--- src/hw/rtl/i2r_pkg.sv ---
`default_nettype none

package i2r_pkg;

    localparam int unsigned NumW = 12;
    localparam int unsigned DecW = 10;

    typedef enum logic [2:0] {
        SYM_I   = 3'd0,
        SYM_V   = 3'd1,
        SYM_X   = 3'd2,
        SYM_L   = 3'd3,
        SYM_C   = 3'd4,
        SYM_D   = 3'd5,
        SYM_M   = 3'd6,
        SYM_EOL = 3'd7
    } t_sym;

    // One greedy step: first symbol, optional second symbol, amount to remove.
    typedef struct packed {
        t_sym            sym1;
        logic            pair;
        t_sym            sym2;
        logic [DecW-1:0] dec;
    } t_step;

    typedef struct packed {
        logic load;
        logic step;
        logic eol;
    } t_cmd;

    typedef struct packed {
        logic done;
    } t_status;

    function automatic t_step roman_step(input logic [NumW-1:0] value);
        t_step s;
        s.pair = 1'b0;
        s.sym2 = SYM_I;
        if (value >= NumW'(1000)) begin
            s.sym1 = SYM_M; s.dec = DecW'(1000);
        end else if (value >= NumW'(900)) begin
            s.sym1 = SYM_C; s.pair = 1'b1; s.sym2 = SYM_M; s.dec = DecW'(900);
        end else if (value >= NumW'(500)) begin
            s.sym1 = SYM_D; s.dec = DecW'(500);
        end else if (value >= NumW'(400)) begin
            s.sym1 = SYM_C; s.pair = 1'b1; s.sym2 = SYM_D; s.dec = DecW'(400);
        end else if (value >= NumW'(100)) begin
            s.sym1 = SYM_C; s.dec = DecW'(100);
        end else if (value >= NumW'(90)) begin
            s.sym1 = SYM_X; s.pair = 1'b1; s.sym2 = SYM_C; s.dec = DecW'(90);
        end else if (value >= NumW'(50)) begin
            s.sym1 = SYM_L; s.dec = DecW'(50);
        end else if (value >= NumW'(40)) begin
            s.sym1 = SYM_X; s.pair = 1'b1; s.sym2 = SYM_L; s.dec = DecW'(40);
        end else if (value >= NumW'(10)) begin
            s.sym1 = SYM_X; s.dec = DecW'(10);
        end else if (value >= NumW'(9)) begin
            s.sym1 = SYM_I; s.pair = 1'b1; s.sym2 = SYM_X; s.dec = DecW'(9);
        end else if (value >= NumW'(5)) begin
            s.sym1 = SYM_V; s.dec = DecW'(5);
        end else if (value >= NumW'(4)) begin
            s.sym1 = SYM_I; s.pair = 1'b1; s.sym2 = SYM_V; s.dec = DecW'(4);
        end else begin
            s.sym1 = SYM_I; s.dec = DecW'(1);
        end
        return s;
    endfunction

endpackage

`default_nettype wire

--- src/hw/rtl/integer_to_roman_numeral.sv ---
// Channel  | Ports                          | Handshake
// ---------+--------------------------------+-----------------------------------
// input    | i_number[11:0]                 | taken when start && !busy
// result   | o_symbol[2:0], o_last          | o_strobe, one cycle, cannot stall
//
// Each item is loaded and then emits its results; the numeral is peeled off
// one symbol per cycle by a greedy compare-and-subtract on the remaining
// value.
// Results appear from a register, in the cycle after the step that makes them.
// Reset is synchronous and active low; it returns the controller to idle.
`default_nettype none

module integer_to_roman_numeral (
    input  wire logic        i_clk,
    input  wire logic        i_rst_n,
    input  wire logic        start,
    output logic             busy,
    input  wire logic [11:0] i_number,
    output logic             o_strobe,
    output logic [2:0]       o_symbol,
    output logic             o_last
);

    i2r_pkg::t_cmd    cmd;
    i2r_pkg::t_status status;

    i2r_ctrl u_ctrl (
        .i_clk    (i_clk),
        .i_rst_n  (i_rst_n),
        .i_start  (start),
        .i_status (status),
        .o_cmd    (cmd),
        .o_busy   (busy)
    );

    i2r_dp u_dp (
        .i_clk    (i_clk),
        .i_rst_n  (i_rst_n),
        .i_number (i_number),
        .i_cmd    (cmd),
        .o_status (status),
        .o_strobe (o_strobe),
        .o_symbol (o_symbol),
        .o_last   (o_last)
    );

    a_accept_busy: assert property (@(posedge i_clk) disable iff (!i_rst_n)
        start && !busy |=> busy)
        else $error("accepted item did not make the block busy");

    a_idle_quiet: assert property (@(posedge i_clk) disable iff (!i_rst_n)
        !busy |=> !o_strobe)
        else $error("result emitted after an idle cycle");

    a_last_gap: assert property (@(posedge i_clk) disable iff (!i_rst_n)
        o_strobe && o_last |=> !o_strobe)
        else $error("result directly follows the end of an item");

    a_eol_code: assert property (@(posedge i_clk) disable iff (!i_rst_n)
        o_strobe |-> (o_last == (o_symbol == i2r_pkg::SYM_EOL)))
        else $error("end-of-line code and last flag disagree");

endmodule

`default_nettype wire

--- src/hw/rtl/i2r_ctrl.sv ---
`default_nettype none

module i2r_ctrl (
    input  wire logic              i_clk,
    input  wire logic              i_rst_n,
    input  wire logic              i_start,
    input  wire i2r_pkg::t_status  i_status,
    output i2r_pkg::t_cmd          o_cmd,
    output logic                   o_busy
);

    typedef enum logic [1:0] {
        S_IDLE = 2'b01,
        S_RUN  = 2'b10
    } t_state;

    t_state r_state, n_state;

    always_comb begin
        n_state    = r_state;
        o_cmd.load = 1'b0;
        o_cmd.step = 1'b0;
        o_cmd.eol  = 1'b0;
        case (r_state)
            S_IDLE: begin
                if (i_start) begin
                    o_cmd.load = 1'b1;
                    n_state    = S_RUN;
                end
            end
            S_RUN: begin
                // close the item once nothing is left to emit
                if (i_status.done) begin
                    o_cmd.eol = 1'b1;
                    n_state   = S_IDLE;
                end else begin
                    o_cmd.step = 1'b1;
                end
            end
            default: n_state = S_IDLE;
        endcase
    end

    always_ff @(posedge i_clk) begin
        if (!i_rst_n) begin
            r_state <= S_IDLE;
        end else begin
            r_state <= n_state;
        end
    end

    assign o_busy = (r_state != S_IDLE);

endmodule

`default_nettype wire

--- src/hw/rtl/i2r_dp.sv ---
`default_nettype none

module i2r_dp (
    input  wire logic                          i_clk,
    input  wire logic                          i_rst_n,
    input  wire logic [i2r_pkg::NumW-1:0]      i_number,
    input  wire i2r_pkg::t_cmd                 i_cmd,
    output i2r_pkg::t_status                   o_status,
    output logic                               o_strobe,
    output logic [2:0]                         o_symbol,
    output logic                               o_last
);

    logic [i2r_pkg::NumW-1:0] r_value, n_value;
    logic                     r_pend, n_pend;
    i2r_pkg::t_sym            r_pend_sym, n_pend_sym;
    logic                     r_stb, n_stb;
    i2r_pkg::t_sym            r_sym, n_sym;
    logic                     r_last, n_last;
    i2r_pkg::t_step           step;

    assign step = i2r_pkg::roman_step(r_value);

    always_comb begin
        n_value    = r_value;
        n_pend     = r_pend;
        n_pend_sym = r_pend_sym;
        n_stb      = i_cmd.step | i_cmd.eol;
        n_sym      = r_sym;
        n_last     = i_cmd.eol;
        if (i_cmd.load) begin
            n_value = i_number;
            n_pend  = 1'b0;
        end else if (i_cmd.eol) begin
            n_sym = i2r_pkg::SYM_EOL;
        end else if (i_cmd.step) begin
            if (r_pend) begin
                // second half of a subtractive pair
                n_sym  = r_pend_sym;
                n_pend = 1'b0;
            end else begin
                n_sym      = step.sym1;
                n_value    = r_value - i2r_pkg::NumW'(step.dec);
                n_pend     = step.pair;
                n_pend_sym = step.sym2;
            end
        end
    end

    always_ff @(posedge i_clk) begin
        if (!i_rst_n) begin
            r_stb  <= 1'b0;
            r_pend <= 1'b0;
        end else begin
            r_stb  <= n_stb;
            r_pend <= n_pend;
        end
    end

    always_ff @(posedge i_clk) begin
        r_value    <= n_value;
        r_pend_sym <= n_pend_sym;
        r_sym      <= n_sym;
        r_last     <= n_last;
    end

    assign o_status.done = !r_pend && (r_value == '0);
    assign o_strobe      = r_stb;
    assign o_symbol      = r_sym;
    assign o_last        = r_last;

endmodule

`default_nettype wire

--- config.mk ---
export PLATFORM = sky130hd
export DESIGN_NAME = integer_to_roman_numeral
export DESIGN_NICKNAME = d
export VERILOG_FILES = /design/src/hw/rtl/i2r_pkg.sv /design/src/hw/rtl/integer_to_roman_numeral.sv /design/src/hw/rtl/i2r_ctrl.sv /design/src/hw/rtl/i2r_dp.sv
export SDC_FILE = /design/constraint.sdc
export NUM_CORES = 1
export LEC_CHECK = 0
export BUFFER_PORTS_ARGS = -buffer_cell sky130_fd_sc_hd__buf_2
export CAP_MARGIN = 20
export CORE_UTILIZATION = 45
export CTS_CLUSTER_DIAMETER = 50
export DETAILED_ROUTE_END_ITERATION = 10
export PLACE_DENSITY = 0.69
export SLEW_MARGIN = 0
export SYNTH_ARGS = -nofsm -noshare
export SYNTH_HDL_FRONTEND = slang
export SYNTH_SLANG_ARGS = --single-unit
--- constraint.sdc ---
create_clock -name i_clk -period 5.1 [get_ports i_clk]
set_input_delay 0.255 -clock i_clk [delete_from_list [all_inputs] [get_ports i_clk]]
set_output_delay 0.255 -clock i_clk [all_outputs]
set_load 0.02 [all_outputs]
# [Word-level counts from Yosys, hierarchy flattened]
# Index checks and enable logic that the tools add are counted.
[totals] ff_bits=23 in_bits=15 out_inout_bits=6 word_cells=88
[op_classes] n_addsub=1 magnitude_cmp=12 eq_ne=7 mux=43 n_bitwise=5 n_reduce_logical=12
[ops] cell="17-bit two-way mux" count=7
[ops] cell="10-bit two-way mux" count=6
[ops] cell="12-bit two-way mux" count=4
[ops] cell="4-bit two-way mux" count=7
[ops] cell="12-bit by 10-bit >= comparator with 1-bit output, second input constant" count=2
[ops] cell="12-bit by 3-bit >= comparator with 1-bit output, second input constant" count=2
[ops] cell="12-bit by 4-bit >= comparator with 1-bit output, second input constant" count=2
[ops] cell="12-bit by 6-bit >= comparator with 1-bit output, second input constant" count=2
[ops] cell="12-bit by 7-bit >= comparator with 1-bit output, second input constant" count=2
[ops] cell="12-bit by 9-bit >= comparator with 1-bit output, second input constant" count=2
[ops] cell="3-bit two-way mux" count=8
[ops] cell="15-bit two-way mux" count=1
[ops] cell="12-bit zero test" count=1
[ops] cell="12-bit by 10-bit subtractor with 12-bit output" count=1
[ops] cell="2-bit != test, second input constant" count=4
[ops] cell="1-bit two-way mux" count=6
[ops] cell="2-bit two-way mux" count=3
[ops] cell="2-bit AND reduction" count=3
[ops] cell="1-bit NOT" count=4
[ops] cell="2-bit one-hot mux with 2 select lines" count=1
[ops] cell="4-bit AND reduction" count=1
[ops] cell="2-bit nonzero test" count=2
[ops] cell="3-bit AND reduction" count=1
[ops] cell="3-bit OR reduction" count=1
[ops] cell="7 further kinds" count=7

# [Logic depth before layout (Yosys ltp)]
# Gate-level depths: netlist (run 1).
[depth] ltp_word=21 mapped_depth=12 depth_no_buf=11

# [Hierarchy]
# Synthesis (run 1) repeated with hierarchy kept, for this count alone.
[hier_totals] hier_cells=217 area_unflattened_um2=1906.8
[by_module_without_submodules] module="i2r_dp" instances=1 cells_per_inst=209 area_each_um2=1818.0
[by_module_without_submodules] module="i2r_ctrl" instances=1 cells_per_inst=8 area_each_um2=88.8

# [Worst setup path before layout (run 1)]
# Ideal clock, no wire load.
[synth_path] path_type="register -> register" start="register u_dp.r_value[5] (netlist name)" end="register u_dp.r_value[8] (netlist name), data pin" arrival_ps=2851 t_required_ps=4830 slack_ps=1978 path_stages_with_launch=13 n_path_buf=1 period_less_slack_ps=3122 path_cell_list="edfxtp_1 > buf_4 > nor3_4 > o2111ai_1 > or2_2 > a21oi_1 > o21bai_1 > ha_1 > nor2b_1 > o31ai_1 > a31o_2 > xor2_1 > a21oi_1"
[synth_between] elab_chain_cells=21
[synth_lines] element="from (decl)" line="i2r_dp.sv:14" rtl="logic [i2r_pkg::NumW-1:0] r_value, n_value;"
[synth_lines] element="from (signal assigned)" line="i2r_dp.sv:61" rtl="r_value <= n_value;"
[synth_lines] element="12-bit by 3-bit >= comparator with 1-bit output" line="i2r_pkg.sv:63" rtl="end else if (value >= NumW'(4)) begin"
[synth_lines] element="3-bit two-way mux" line="i2r_pkg.sv:63"
[synth_lines] element="10-bit two-way mux" line="i2r_pkg.sv:61" rtl="end else if (value >= NumW'(5)) begin"
[synth_lines] element="15-bit two-way mux" line="i2r_pkg.sv:59" rtl="end else if (value >= NumW'(9)) begin"
[synth_lines] element="10-bit two-way mux" line="i2r_pkg.sv:57" rtl="end else if (value >= NumW'(10)) begin"
[synth_lines] element="17-bit two-way mux" line="i2r_pkg.sv:55" rtl="end else if (value >= NumW'(40)) begin"
[synth_lines] element="10-bit two-way mux" line="i2r_pkg.sv:53" rtl="end else if (value >= NumW'(50)) begin"
[synth_lines] element="17-bit two-way mux" line="i2r_pkg.sv:51" rtl="end else if (value >= NumW'(90)) begin"
[synth_lines] element="[... 6 more ...]"
[synth_lines] element="17-bit two-way mux" line="i2r_pkg.sv:43" rtl="end else if (value >= NumW'(900)) begin"
[synth_lines] element="10-bit two-way mux" line="i2r_pkg.sv:41" rtl="if (value >= NumW'(1000)) begin"
[synth_lines] element="12-bit by 10-bit subtractor with 12-bit output (*)" line="i2r_dp.sv:43" rtl="n_value = r_value - i2r_pkg::NumW'(step.dec);"
[synth_lines] element="12-bit two-way mux (*)" line="i2r_dp.sv:37" rtl="if (r_pend) begin"
[synth_lines] element="12-bit two-way mux (*)" line="i2r_dp.sv:36" rtl="end else if (i_cmd.step) begin"
[synth_lines] element="12-bit two-way mux (*)" line="i2r_dp.sv:34" rtl="end else if (i_cmd.eol) begin"
[synth_lines] element="12-bit two-way mux (*)" line="i2r_dp.sv:31" rtl="if (i_cmd.load) begin"
[synth_lines] element="net u_dp.n_value, one bit" line="i2r_dp.sv:14"
# Mark *: on every way through the listed nets, which the timed path passes. The rest lies on a longest branch. The select of a mux whose other input is x is not followed.
# A chain may end at the register's enable or synchronous reset.

# [Worst setup path in the final report (run 1)]
[layout_path] start="register u_dp.r_value[10] (netlist name)" end="register u_dp.r_value[6] (netlist name), data pin"
[layout_between] elab_chain_cells=21
[layout_lines] element="12-bit by 3-bit >= comparator with 1-bit output" line="i2r_pkg.sv:63"
[layout_lines] element="3-bit two-way mux" line="i2r_pkg.sv:63"
[layout_lines] element="10-bit two-way mux" line="i2r_pkg.sv:61"
[layout_lines] element="15-bit two-way mux" line="i2r_pkg.sv:59"
[layout_lines] element="10-bit two-way mux" line="i2r_pkg.sv:57"
[layout_lines] element="17-bit two-way mux" line="i2r_pkg.sv:55"
[layout_lines] element="10-bit two-way mux" line="i2r_pkg.sv:53"
[layout_lines] element="17-bit two-way mux" line="i2r_pkg.sv:51"
[layout_lines] element="[... 6 more ...]"
[layout_lines] element="17-bit two-way mux" line="i2r_pkg.sv:43"
[layout_lines] element="10-bit two-way mux (*)" line="i2r_pkg.sv:41"
[layout_lines] element="12-bit by 10-bit subtractor with 12-bit output (*)" line="i2r_dp.sv:43"
[layout_lines] element="12-bit two-way mux (*)" line="i2r_dp.sv:37"
[layout_lines] element="12-bit two-way mux (*)" line="i2r_dp.sv:36"
[layout_lines] element="12-bit two-way mux (*)" line="i2r_dp.sv:34"
[layout_lines] element="12-bit two-way mux (*)" line="i2r_dp.sv:31"
[layout_lines] element="net u_dp.n_value, one bit" line="i2r_dp.sv:14"
# Marks and branches as above.

==> results of run 1 <==
[synthesized netlist by cell type, types with 2 or more instances]
master and n:
nor3_1 7, o2111ai_1 2, nand3_1 4, nand2b_1 8, or4b_1 2, a21o_1 3, o41ai_1 2, xor2_1 3
or3_1 2, o21bai_1 2, o22ai_1 2, and3_1 2, nor2b_1 3, edfxtp_1 18, a211oi_1 2, or2_2 3
nor3_4 2, buf_2 4, and2_1 2, o31ai_2 2, nor2_1 24, inv_1 12, a21oi_1 15, o21ai_0 13
o31ai_1 5, a31oi_1 3, ha_1 10, nand2_1 20, clkbuf_1 5, o21a_1 7, nand4_1 2, dfxtp_1 5
[area by class of cell]
class | instances | area share
Clock buffer | 3 | 0.01965
Clock inverter | 1 | 0.002382
Inverter | 12 | 0.02144
Multi-Input combinational cell | 179 | 0.5742
Sequential cell | 23 | 0.3049
Tap cell | 50 | 0.02978
Timing Repair Buffer | 20 | 0.04765
[per-layer routing]
metal	GRT usage	vias up	wire [um]	share of wire
met1	0.2907	771	2064	0.45
met2	0.3750	44	2289	0.50
met4	0.1458	0	129	0.028
met3	0.03333	12	137	0.030
li1	-	870	-	-
met5	0	-	0	0
[state kept, by name, summed over array words and instances (netlist names)]
name,flops
u_dp.r_pend_sym,3
u_dp.r_value,12
u_dp.o_last,1
u_dp.r_pend,1
u_dp.o_strobe,1
u_ctrl.r_state,2
u_dp.o_symbol,3
[kinds of logic after synthesis]
| logic type | Yosys count | synth area share |
|---|---|---|
| compound gates | 72 | 0.2606 |
| xor+xnor | 3 | 0.01348 |
| fa+ha+maj | 11 | 0.07445 |
| buf+inv | 23 | 0.05263 |
| flops | 23 | 0.3286 |
| mux | 1 | 0.005135 |
| simple gates | 92 | 0.2651 |
[through the flow]
stage	power [mW]	hold slack, ps	std cells	util
2_1_floorplan	0.5264	316.9	225	-
4_1_cts	0.7145	154.7	288	0.5141
3_5_place_dp	0.5912	453.1	284	0.5028
3_3_place_gp	0.5865	455.9	284	0.5028
6_report	0.7144	155.9	288	0.5141
5_1_grt	0.7658	156.6	288	0.5141
[report_power, final]
group | leakage [nW] | internal [mW] | switching [mW] | total [mW]
clock | 0.0255 | 0.0550 | 0.0692 | 0.124
combinational | 0.625 | 0.131 | 0.177 | 0.308
sequential | 0.211 | 0.236 | 0.0466 | 0.282
[how the worst max path moves through the flow]
stage | start | endpoint | slack (ps) | cells after the start
after CTS | u_dp.r_value[10]$_DFFE_PP_ | u_dp.r_value[6]$_DFFE_PP_ | 1260 | 11
final | u_dp.r_value[10]$_DFFE_PP_ | u_dp.r_value[6]$_DFFE_PP_ | 1240 | 11
after global placement | u_dp.r_value[10]$_DFFE_PP_ | u_dp.r_value[6]$_DFFE_PP_ | 1330 | 11
after detailed placement | u_dp.r_value[10]$_DFFE_PP_ | u_dp.r_value[6]$_DFFE_PP_ | 1300 | 11
after global routing | u_dp.r_value[10]$_DFFE_PP_ | u_dp.r_value[6]$_DFFE_PP_ | 1090 | 11
after floorplan | u_dp.r_value[5]$_DFFE_PP_ | u_dp.r_value[8]$_DFFE_PP_ | 1980 | 12
==> impl_metrics.ini, run 1 <==
[outcome]
outcome = finished, final reports clean

[critical_path]
critPathKind = flip-flop to flip-flop
reg2reg_depth = 11
cp_num_buf_inv = 0
crit_path_end_kind = flip-flop
r2r-end = u_dp.r_value[6]$_DFFE_PP_
cp.arrival_ps = 3860
crit_required_ps = 5100
start_kind = flip-flop
regToRegStartpoint = u_dp.r_value[10]$_DFFE_PP_
cp_cell_sequence = nor3_1, o2111ai_1, or2_2, a21oi_1, o21bai_1, ha_1, nor2b_1, o31ai_1, nand2b_1, a211oi_1, o31ai_1
slowest_stage = nor3_1
cpMostUsedCell = o31ai_1
crit_fanout = 8
cp_slowest_stage_delay_ps = 590
crit_family = compound AO/OA/AOI/OAI gates
ff2ff_setup_slack_ps = 1240

[clock_network]
clk_pin_slew_ps = 90
cts_buffer_depth = 2
cts_resized = 0
clock_sinks = 23
clock_tree.root_cell = clkbuf_8
ctsHoldBuffers = 0
cts_tree = yes
htree_levels = 1
cts_buffers = 3
insertion_delay_ps = 280
post-cts-setup-buffers = 0

[route]
drtPass1Iterations = 4
final_antenna_net_count = 0
drtIter0Drc = 145
viasPerCell = 5.892
wl_um = 4621
via_count = 1697
post_drt_wl_per_cell_um = 16.05
drc = 0

[hold_path]
hp-class = primary input to flip-flop
min_path_cells = 2
min_to = u_ctrl.r_state[0]$_SDFFE_PN1P_
min_from = i_rst_n

[synthesis]
synth.distinct_cells = 61
synth_edf_count = 18
async_reset_ff_frac = 0
seq_area_frac_synth = 0.3286
syn_area_mm2 = 0.001949
yosys.area.top_type = edfxtp_1
synthTopCellsByArea = edfxtp_1 (28%), ha_1 (6.4%), dfxtp_1 (5.1%)
synth_fp_nets = 251
yosysWarningCount = 0
syn_avg_cell_area_um2 = 8.664
synth_top_area_share = 0.2773
synthCells = 225
synth-seq-cells = 23
synthFlopType = edfxtp_1

[final_layout]
seqCellArea_um2 = 640.6
layout-drive-gt1-share = 0.1723
nets = 265
design_area_mm2 = 0.002101
num_antenna_cells = 0
multi_input_area_mm2 = 0.001206
final_common_cell = nor2_1
fill_cells = 401
final_cell_mix = nor2_1 (24), nand2_1 (20), buf_2 (20)
syn2layout_area_growth_pct = 7.766

[floorplan]
die_w_um = 67.82
pin_count = 21
num_rows = 23
die_area_mm2 = 0.004599
die_h_um = 67.82
core_area_mm2 = 0.004086
start_util = 0.4770

[sta]
max_freq_mhz = 259.0
setup_ws_ps = 1240
drv_slew = 0
finalHoldViolCount = 0
skew_ps = 4.816
finalSetupTns_ps = 0
min_period_over_period = 0.7570
tightestPinTransition_ps = 844.7
rsz0062_at_grt = no
setup-violations-final = 0
period_needed_ps = 3860
relSlewSlack = 0.4297

[placement]
place.gp.congestion = 0.9076
portBuffers = 20
hpwl_um = 3474
placed_area_mm2 = 0.002054
dp_slack_ps = 1303

[global_route]
grt_start_max_net_pins = 17
grtUsageTotal = 0.2326
grt_antenna_before_repair = 0
grt_pass1_wl_um = 7852
grt_pass1_vias = 1676
grt-ovfl-total = 0

[power_and_ir_drop]
vdd_ir_drop_max_mv = 0.1757
cellLeakagePower_nw = 0.8614
power.density_mw_per_mm2 = 340.1

[flow_run]
drv_cap = 0
(Power assumes the default switching activity.)
==> run 2: changes to the inputs <==
==> constraint.sdc (replaced) <==
create_clock -name i_clk -period 3.6 [get_ports i_clk]
set_input_delay 0.18 -clock i_clk [delete_from_list [all_inputs] [get_ports i_clk]]
set_output_delay 0.18 -clock i_clk [all_outputs]
set_load 0.02 [all_outputs]
==> run 2 against run 1 <==
Effect of this change:
- maximum frequency increased by 14%
- core utilization grew 2.9 points
- worst setup slack worse by 1000 ps
- sequential power increased by 39%
- flip-flop and latch count is the same
- via count grew 3.7%
- non-clock buffer count grew 15
- combinational power is 56% higher
- routed wire length shrank 0.48%
- critical endpoint is now u_dp.r_value[11]$_DFFE_PP_
==> impl_metrics.ini, run 2 (synthesized netlist as in run 1, its figures left out) <==
[final_layout]
num_antenna_cells = 0
fill_cells = 391
final_cell_mix = nor2_1 (24), nand2_1 (20), buf_2 (20)
final_common_cell = nor2_1
design_area_mm2 = 0.002220
layout-drive-gt1-share = 0.2253
largest_reg_flops = 12
finalNonFillerCells = 303
multi_input_area_mm2 = 0.001212
final_core_util = 0.5432
seqCellArea_um2 = 640.6
syn2layout_area_growth_pct = 13.86
regMostFlops = u_dp.r_value
nets = 280

[sta]
finalHoldViolCount = 0
drv_slew = 0
tightestPinTransition_ps = 800.7
relSlewSlack = 0.4642
skew_ps = 6.767
min_period_over_period = 0.9403
setup-violations-final = 0
period_needed_ps = 3385
max_freq_mhz = 295.4
setup_ws_ps = 214.8
finalSetupTns_ps = 0
timing.hold.ws_ps = 100.2

[route]
drtPass1Iterations = 4
drc = 0
via_count = 1760
viasPerCell = 5.809
drtIter0Drc = 108
post_drt_wl_per_cell_um = 15.18
wl_um = 4599
final_antenna_net_count = 0

[power_and_ir_drop]
power.density_mw_per_mm2 = 471.7
p_total_mw = 1.047
vdd_ir_drop_max_mv = 0.2640
cellLeakagePower_nw = 0.9384

[floorplan]
num_rows = 23
core_area_mm2 = 0.004086
die_area_mm2 = 0.004599
pin_count = 21
die_h_um = 67.82
start_util = 0.4770
die_w_um = 67.82

[global_route]
grt-ovfl-total = 0
grt_pass1_wl_um = 7465
gr-usage-met1 = 0.2975
grt_pass1_vias = 1579
met3_usage = 0.02500
grt_start_max_net_pins = 17
grt_most_used_layer = met2
grt_antenna_before_repair = 0
grtUsageTotal = 0.2158
use_met2 = 0.3428

[critical_path]
crit_path_end_kind = flip-flop
critPathKind = flip-flop to flip-flop
ff2ff_setup_slack_ps = 210
start_kind = flip-flop
cp.arrival_ps = 3520
crit_required_ps = 3730
crit_fanout = 6

[placement]
dp_slack_ps = 172.8
hpwl_um = 3378
dp_cells = 289
place.gp.congestion = 0.8885
placed_area_mm2 = 0.002092
portBuffers = 20

[clock_network]
cts_buffer_depth = 2
clock_sinks = 23
ctsHoldBuffers = 0
clock_tree.root_cell = clkbuf_8
cts_buffers = 3
clk_pin_slew_ps = 90
insertion_delay_ps = 270
cts_tree = yes
htree_levels = 1

[flow_run]
drv_cap = 0

[hold_path]
hp-class = primary input to flip-flop

[outcome]
outcome = finished, final reports clean
==> run 2: cell types whose count changed in the layout (fill, tap and decap cells not counted), sizes merged <==
| cell | delta |
|---|---|
| buf | +15 |
==> run 2: where the power goes <==
group | switching (mW) | total, mW | internal, mW
sequential | 0.0588 | 0.393 | 0.334
combinational | 0.263 | 0.481 | 0.218
clock | 0.0960 | 0.174 | 0.0776
total | 0.418 | 1.05 | 0.629
==> run 2: path summary, 6_finish.rpt <==
path,from,depth (start not counted),to
worst max-delay path,u_dp.r_value[11]$_DFFE_PP_,10,u_dp.r_value[11]$_DFFE_PP_
worst min-delay path,i_rst_n,2,u_ctrl.r_state[0]$_SDFFE_PN1P_
worst max register to register,u_dp.r_value[11]$_DFFE_PP_,10,u_dp.r_value[11]$_DFFE_PP_
worst min register to register,u_dp.r_pend_sym[0]$_SDFFCE_PP0P_,2,u_dp.o_symbol[0]$_SDFFCE_PP1P_
==> run 2: layout make-up <==
class | instances | share of cell area
well taps | 50 | 0.02818
multi-input cells | 179 | 0.5462
inverters | 12 | 0.02029
clock inverters | 1 | 0.002255
repair buffers | 35 | 0.09583
flip-flops and latches | 23 | 0.2886
clock buffers | 3 | 0.01860
==> run 2: worst max-delay path, cell delays in order (launching register included) <==
cell and delay [ps]:
edfxtp_1 500, or3_4 460, nor3_4 300, o211a_1 290, nand2b_1 150, ha_1 220, nor2b_1 150, o31ai_2 320
a31oi_1 190, or4b_1 490, a31oi_1 160
==> run 2: layer usage <==
| metal | up-vias | part of all wire |
|---|---|---|
| li1 | 898 | - |
| met1 | 791 | 0.46 |
| met2 | 63 | 0.48 |
| met3 | 8 | 0.044 |
| met4 | 0 | 0.018 |
| met5 | - | 0 |
==> run 2: repair_timing <==
action | 4_1_cts | 5_1_grt
gates resized for setup | 0 | 2
hold endpoints to repair | 0 | 0
setup buffers | 0 | 10
endpoints found under the setup margin | 0 | 2
